[src/rtl/kas_pkg.sv]
// ----------------------------------------------------------------------------
// kas_pkg
// Shared types and constants of the knob automation sequencer: beat layouts,
// step table geometry and configuration register indexes.
// ----------------------------------------------------------------------------
`default_nettype none

package kas_pkg;

    // step table geometry
    localparam int TABLE_ENTRIES = 512;
    localparam int KNOB_COUNT    = 2;
    localparam int ENTRY_W       = 8;
    localparam int ROWS          = TABLE_ENTRIES / KNOB_COUNT;
    localparam int POS_W         = (ROWS > 1) ? $clog2(ROWS) : 1;
    localparam int ROW_W         = KNOB_COUNT * ENTRY_W;

    // knob value and counter widths
    localparam int KNOB_W  = 7;
    localparam int COUNT_W = 8;

    // value shown on both outputs by an erase
    localparam logic [KNOB_W-1:0] ERASE_VALUE = 7'd127;

    // configuration port
    localparam int CFG_IDX_W  = 2;
    localparam int CFG_DATA_W = 8;
    localparam logic [CFG_IDX_W-1:0] CFG_HOLD_TICKS     = 2'd0;
    localparam logic [CFG_IDX_W-1:0] CFG_TICKS_PER_BEAT = 2'd1;
    localparam logic [COUNT_W-1:0] HOLD_TICKS_RST     = 8'd16;
    localparam logic [COUNT_W-1:0] TICKS_PER_BEAT_RST = 8'd24;

    // one input beat: knob readings and button requests
    typedef struct packed {
        logic [KNOB_W-1:0] knob_a;
        logic [KNOB_W-1:0] knob_b;
        logic              erase_req;
        logic              record_toggle;
        logic              play_toggle;
        logic              start_req;
        logic              stop_req;
    } t_in_beat;

    // one output beat: parameter updates and status
    typedef struct packed {
        logic              set_a;
        logic [KNOB_W-1:0] value_a;
        logic              set_b;
        logic [KNOB_W-1:0] value_b;
        logic              beat_pulse;
        logic              running;
        logic              recording;
    } t_out_beat;

    // resolved play/record requests of one tick
    typedef struct packed {
        logic       run_next;
        logic       rec_next;
        logic [1:0] pend_next;
        logic       pos_clear;
        logic       beat_clear;
    } t_req_res;

endpackage

`default_nettype wire

[src/rtl/kas_req_decode.sv]
// ----------------------------------------------------------------------------
// kas_req_decode
// Resolves the button requests of one tick against the run and record flags
// and the pending starts: stop beats start, a losing start stays pending.
// ----------------------------------------------------------------------------
`default_nettype none

module kas_req_decode (
    input  wire kas_pkg::t_in_beat i_req,
    input  wire logic              i_run,
    input  wire logic              i_rec,
    input  wire logic [1:0]        i_pend,
    output      kas_pkg::t_req_res o_res
);

    logic start_play;
    logic stop_play;
    logic start_rec;
    logic stop_rec;

    always_comb begin
        start_play = i_pend[0];
        start_rec  = i_pend[1];
        stop_play  = 1'b0;
        stop_rec   = 1'b0;

        // toggles and explicit requests
        if (i_req.record_toggle) begin
            if (i_rec) stop_rec = 1'b1;
            else       start_rec = 1'b1;
        end
        if (i_req.play_toggle) begin
            if (i_run) stop_play = 1'b1;
            else       start_play = 1'b1;
        end
        if (i_req.start_req) start_play = 1'b1;
        if (i_req.stop_req)  stop_play = 1'b1;

        // playing: stop wins and also stops recording
        o_res.run_next   = i_run;
        o_res.pos_clear  = 1'b0;
        o_res.beat_clear = 1'b0;
        if (stop_play) begin
            o_res.run_next   = 1'b0;
            o_res.pos_clear  = 1'b1;
            o_res.beat_clear = 1'b1;
            stop_rec         = 1'b1;
        end else if (start_play) begin
            start_play      = 1'b0;
            o_res.pos_clear = 1'b1;
            o_res.run_next  = 1'b1;
        end

        // recording
        o_res.rec_next = i_rec;
        if (stop_rec) begin
            o_res.rec_next = 1'b0;
        end else if (start_rec) begin
            start_rec      = 1'b0;
            o_res.rec_next = 1'b1;
        end

        o_res.pend_next = {start_rec, start_play};
    end

endmodule

`default_nettype wire

[config.mk]
export PLATFORM = sky130hd
export DESIGN_NAME = kas_req_decode
export DESIGN_NICKNAME = d
export VERILOG_FILES = /design/src/rtl/kas_pkg.sv /design/src/rtl/kas_req_decode.sv
export SDC_FILE = /design/constraint.sdc
export NUM_CORES = 1
export LEC_CHECK = 0
export ABC_AREA = 0
export BUFFER_PORTS_ARGS = -buffer_cell sky130_fd_sc_hd__buf_2
export CAP_MARGIN = 10
export CORE_AREA = 2 2 39 41
export DETAILED_ROUTE_END_ITERATION = 8
export DIE_AREA = 0 0 41 43
export PLACE_DENSITY = 0.48
export RECOVER_POWER = 25
export SLEW_MARGIN = 25
export SYNTH_ARGS = -nofsm -noshare
export SYNTH_HDL_FRONTEND = slang
export SYNTH_SLANG_ARGS = --single-unit
[constraint.sdc]
create_clock -name vclk -period 1.6
set_input_delay 0.16 -clock vclk [all_inputs]
set_output_delay 0.16 -clock vclk [all_outputs]
set_load 0.02 [all_outputs]
==> reports/metrics.yaml, run 1 <==
setup-tns-final_ns: 0
worstMarginPinSlew_ns: 0.2469
grt_usage: 0.03197
drc_errors: 0
maxCapViolCount: 0
synth_top_area_cell: "buf_4"
fin_crit_ns: 1.261
design.core.area_mm2: 0.001384
ys_types: 12
ant_nets: 0
synth_cells: 17
yosysSeqAreaShare: 0
synthTopCellsByArea: "buf_4 (22%), mux2_2 (11%), nor2_1 (11%)"
fin_util: 0.1230
hold_buffers: 0
period_share: 0.7880
crit_path_max_fanout: 5
postCtsSetupRepairBufs: 0
nFlopsAndLatches: 0
io_pins: 29
port_buffers: 14
syn_area_um2: 103.9
final_hold_viol_count: 0
powerDensity_mw_per_mm2: 315.3
required_ns: 1.44
num_rows: 14
n_clock_buffer: 0
wl_per_cell_um: 6.295
wirelength_um: 277
syn_to_final_growth_pct: 63.85
start_util: 0.07505
setup_viol: 0
drt-initial-drc-count: 1
grt_max_degree: 6
p_leak_nw: 0.08635
ys_warn_count: 0
diodes: 0
grt_overflow: 0
cp-end-kind: "primary output"
grt_pass1_wl_um: 434
regArea_um2: 0
synth_common_cells: "buf_4 (3), nor2_1 (3), nand2_1 (2)"
ir_drop_v: 0.00006951
synth.top_cell.area_share: 0.2169
cts_resized: 0
hold_class: "in -> out"
antenna_found_initial: 0
grt_pass1_vias: 123
die_w_um: 41
grt_setup_unrepaired: "false"
vias: 148
slew_violations: 0
synth_fp_nets: 40
final_layout_size_suffix_gt1_frac: 0.5000
avgViaCountPerCell: 3.364
nets: 53
drtPass1Iterations: 2
place_congestion: 0.5149
syn_avg_cell_area_um2: 6.109
crit_path_start_kind: "input port"
critPathKind: "in -> out"
max_freq_mhz: 793.2
status: "finished, final reports clean"
arrival_ns: 1.10
fill_cells: 157
fp.dieH_um: 43
relSlewSlack: 0.8361
dieArea_mm2: 0.001763
==> per-stage QoR <==
| stage | setup slack, ns | std cells | hold slack (ns) | instance area, um^2 | power [mW] |
|---|---|---|---|---|---|
| after floorplan | 0.5108 | 17 | 0.4547 | 103.9 | 0.03820 |
| after global placement | 0.3248 | 44 | 0.6320 | 171.4 | 0.05447 |
| after detailed placement | 0.3238 | 44 | 0.6307 | 171.4 | 0.05468 |
| after CTS | 0.3264 | 44 | 0.6307 | 171.4 | 0.05481 |
| after global routing | 0.2676 | 44 | 0.6510 | 170.2 | 0.05975 |
| final | 0.3392 | 44 | 0.6300 | 170.2 | 0.05366 |
==> worst max-delay path, cell delays in order <==
cell	delay (ns)
buf_2	0.12
a21o_1	0.23
mux2_2	0.27
a22o_1	0.17
buf_2	0.15
==> power by group <==
group | switching (mW) | internal [mW]
Combinational | 0.0312 | 0.0224
Sequential | 0 | 0
Clock | 0 | 0
==> routing by layer <==
metal  part of all wire  GRT usage  vias up
met4                  0          0        0
met1               0.48    0.04747       52
met3               0.20          0        0
li1                   -          -       84
met5                  0          0        -
met2               0.31    0.05313       12
==> path summary, 6_finish.rpt <==
kind,startpoint,cells past startpoint,end
worst max-delay path,i_req[2],5,o_res[3]
worst min-delay path,i_req[3],3,o_res[4]
==> placed cells by master, fill, tap and decap left out <==
cell / instances
nand2_1: 2
inv_1: 1
o2bb2ai_1: 1
a21o_1: 1
o21ai_0: 1
a211oi_1: 1
clkbuf_1: 1
nor3_1: 1
a21oi_1: 1
buf_2: 13
a22o_1: 1
nor2_1: 3
mux2_2: 1
==> final cells by class <==
cell class	count	area [um^2]	share of cell area
inverter	1	3.754	0.02206
multi-input combinational	13	77.57	0.4559
tap	16	20.02	0.1176
timing repair buffer	14	68.82	0.4044
==> kinds of logic after synthesis <==
kind of cell | synth area share
AOI/OAI and AO/OA | 0.4096
and+or+nand+nor | 0.2289
buffers and inverters | 0.2530
muxes | 0.1084
Power figures use the tool's default switching activity.
==> run 2: changes to the inputs <==
==> constraint.sdc (replaced) <==
create_clock -name vclk -period 1.25
set_input_delay 0.125 -clock vclk [all_inputs]
set_output_delay 0.125 -clock vclk [all_outputs]
set_load 0.02 [all_outputs]
==> reports/metrics.yaml, run 2 (synthesis gave the netlist of run 1 again) <==
status: "finished, final reports clean"
io_pins: 29
setup-tns-final_ns: 0
grt_pass1_vias: 133
syn_to_final_growth_pct: 75.90
crit_path_start_kind: "input port"
grt_setup_unrepaired: "false"
grt_usage: 0.03397
postCtsSetupRepairBufs: 0
grt_overflow: 0
regArea_um2: 0
cts_resized: 0
fp.dieH_um: 43
start_util: 0.07505
final_layout_size_suffix_gt1_frac: 0.5333
final_hold_viol_count: 0
drtPass1Iterations: 2
n_clock_buffer: 0
layout_common_cells: "buf_2 (14), nor2_1 (3), nand2_1 (2)"
num_rows: 14
powerDensity_mw_per_mm2: 401.6
p_leak_nw: 0.09451
antenna_found_initial: 0
critPathMaxStageDelay_ns: 0.25
power_mw: 0.07336
grt_pass1_wl_um: 455
place_congestion: 0.5064
ant_nets: 0
port_buffers: 14
grt_max_degree: 6
drt-initial-drc-count: 2
slew_violations: 0
nFlopsAndLatches: 0
worstMarginPinSlew_ns: 0.1731
critical_path.slowest_cell: "mux2_2"
period_share: 0.9105
cp-startpoint: "i_req[2]"
critPathKind: "in -> out"
avgViaCountPerCell: 3.435
maxCapViolCount: 0
cp_common_cell: "buf_2"
wl_per_cell_um: 6.609
min_from: "i_req[3]"
drc_errors: 0
diodes: 0
relSlewSlack: 0.8839
hold_buffers: 0
setup_viol: 0
arrival_ns: 1.01
ir_drop_v: 0.0001262
cp-end-kind: "primary output"
die_w_um: 41
dp_hpwl_um: 278.9
worstPathCellList: "buf_2, a21o_1, mux2_2, a22o_1, buf_2"
max_freq_mhz: 878.6
layout_commonest_cell: "buf_2"
required_ns: 1.12
hold_class: "in -> out"
fin_crit_ns: 1.138
wirelength_um: 304
design.core.area_mm2: 0.001384
nets: 55
dieArea_mm2: 0.001763
vias: 158
crit_path_max_fanout: 5
run 2: layout make-up:
class	count	area [um^2]
Inverter	1	3.754
Fill cell	158	1201
Timing Repair Buffer	16	81.33
Multi-Input combinational cell	13	77.57
Tap cell	16	20.02
run 2: critical path: cells and delay by family:
kind	cells	cell delay, ns
mux	1	0.25
buf+inv	2	0.27
compound gates	2	0.35
run 2: metrics by stage:
step	setup slack, ns	hold WS, ns	cells	cell area [um^2]	utilization
5_1_grt	0.07784	0.5844	46	182.7	0.1320
3_5_place_dp	0.1003	0.5586	46	186.4	0.1347
2_1_floorplan	0.2308	0.3847	17	103.9	-
4_1_cts	0.1047	0.5616	46	186.4	0.1347
3_3_place_gp	0.1056	0.5533	46	186.4	0.1347
6_report	0.1119	0.5587	46	182.7	0.1320
run 2: worst paths after layout:
| kind | cells after the start | slack (ns) | end |
|---|---|---|---|
| worst max-delay path | 5 | 0.11 | o_res[3] |
| worst min-delay path | 3 | 0.56 | o_res[4] |
run 2: routing by layer:
| layer | global-route usage | vias to the layer above | share of wire |
|---|---|---|---|
| li1 | - | 84 | - |
| met1 | 0.04430 | 62 | 0.48 |
| met2 | 0.06250 | 12 | 0.35 |
| met3 | 0 | 0 | 0.17 |
| met4 | 0 | 0 | 0 |
| met5 | 0 | - | 0 |
run 2: where the power goes:
part	total [mW]	leakage, nW	switching (mW)	internal [mW]
combinational	0.0734	0.0945	0.0409	0.0325
clock	0	0	0	0
sequential	0	0	0	0
total	0.0734	0.0945	0.0409	0.0325
==> run 3: changes to the inputs <==
--- a/config.mk
+++ b/config.mk
@@ -11,7 +11,7 @@
 export CORE_AREA = 2 2 39 41
 export DETAILED_ROUTE_END_ITERATION = 8
 export DIE_AREA = 0 0 41 43
-export PLACE_DENSITY = 0.48
+export PLACE_DENSITY = 0.5
 export RECOVER_POWER = 25
 export SLEW_MARGIN = 25
 export SYNTH_ARGS = -nofsm -noshare
==> constraint.sdc (replaced) <==
create_clock -name vclk -period 1
set_input_delay 0.1 -clock vclk [all_inputs]
set_output_delay 0.1 -clock vclk [all_outputs]
set_load 0.02 [all_outputs]
==> reports/metrics.yaml, run 3 (synthesis gave the netlist of run 1 again) <==
grt_max_degree: 5
layout_commonest_cell: "buf_2"
fin_crit_ns: 1.064
syn_to_final_growth_pct: 113.3
maxCapViolCount: 0
hold_depth: 3
powerDensity_mw_per_mm2: 506.3
p_leak_nw: 0.1157
drtPass1Iterations: 2
start_util: 0.07505
ir_drop_v: 0.0001366
grt_pass1_vias: 140
regArea_um2: 0
p_sw_mw: 0.05595
power_frac_clock: 0
whs_ns: 0.5073
p_seq_frac: 0
pwr-share-comb: 1.000
wirelength_um: 340
violations: "negative setup slack"
n_clock_buffer: 0
grt_setup_unrepaired: "true"
grt_pass1_wl_um: 503
cp-end-kind: "primary output"
internal_power_mw: 0.05617
hold_class: "in -> out"
critPathMaxStageDelay_ns: 0.26
final_layout_size_suffix_gt1_frac: 0.6061
die_w_um: 41
grt_usage: 0.03796
place_congestion: 0.5087
worstPathCellList: "buf_2, a21o_1, mux2_2, a22o_1, buf_6"
layout_common_cells: "buf_2 (11), buf_4 (6), nor2_1 (3), nand2_1 (2)"
slew_violations: 0
setup-tns-final_ns: -0.06363
required_ns: 0.90
final_hold_viol_count: 0
fp.dieH_um: 43
grt_overflow: 0
period_share: 1.064
nFlopsAndLatches: 0
arrival_ns: 0.96
wl_per_cell_um: 6.939
max_freq_mhz: 940.2
critPathKind: "in -> out"
crit_path_max_fanout: 2
status: "finished, violations left"
avgViaCountPerCell: 3.367
design.core.area_mm2: 0.001384
critical_path.slowest_cell: "mux2_2"
switching_share: 0.4990
pre_cts_slack_ns: -0.06792
crit_path_start_kind: "input port"
num_rows: 14
fin_ws_ns: -0.06363
diodes: 0
setup_viol: 1
dieArea_mm2: 0.001763
dp_hpwl_um: 286.5
io_pins: 29
antenna_found_initial: 0
relSlewSlack: 0.8353
port_buffers: 14
drc_errors: 0
worstMarginPinSlew_ns: 0.2482
vias: 165
ant_nets: 0
drt-initial-drc-count: 1
nets: 58
-- run 3: power by group through the flow --
stage	combinational [mW]	sequential, mW	clock (mW)
after CTS	0.114	0	0
after detailed placement	0.104	0	0
after global routing	0.123	0	0
after floorplan	0.0611	0	0
final	0.112	0	0
after global placement	0.103	0	0
-- run 3: critical path: cells and delay by family --
family,cells,cell delay (ns)
compound gates,2,0.37
buf+inv,2,0.23
mux,1,0.26
-- run 3: what timing repair did --
item	4_1_cts	5_1_grt
buffers inserted	0	0
pin swaps	0	1
resized for setup	4	0
hold endpoints to repair	0	0
hold buffers	0	0
endpoints found under the setup margin	2	2
-- run 3: path summary, 6_finish.rpt --
path	from	slack, ns	to
setup / recovery	i_req[2]	-0.06	o_res[3]
hold / removal	i_req[3]	0.51	o_res[4]
-- run 3: per-stage QoR --
step | cells | cell area [um^2] | utilization | power (mW)
after floorplan | 17 | 103.9 | - | 0.06111
after global placement | 49 | 209.0 | 0.1510 | 0.1031
after detailed placement | 49 | 209.0 | 0.1510 | 0.1036
after CTS | 49 | 222.7 | 0.1609 | 0.1137
after global routing | 49 | 221.5 | 0.1600 | 0.1225
final | 49 | 221.5 | 0.1600 | 0.1121
-- run 3: cell type report --
cell class                 instances  area [um^2]
fill                             167         1162
multi-input combinational         13        82.58
timing repair buffer              19        115.1
tap                               16        20.02
inverter                           1        3.754
-- run 3: layer usage --
layer	share of wire	global-route usage	vias to the layer above
li1	-	-	90
met1	0.52	0.05380	63
met2	0.33	0.06563	12
met3	0.15	0	0
met4	0	0	0
met5	0	0	-
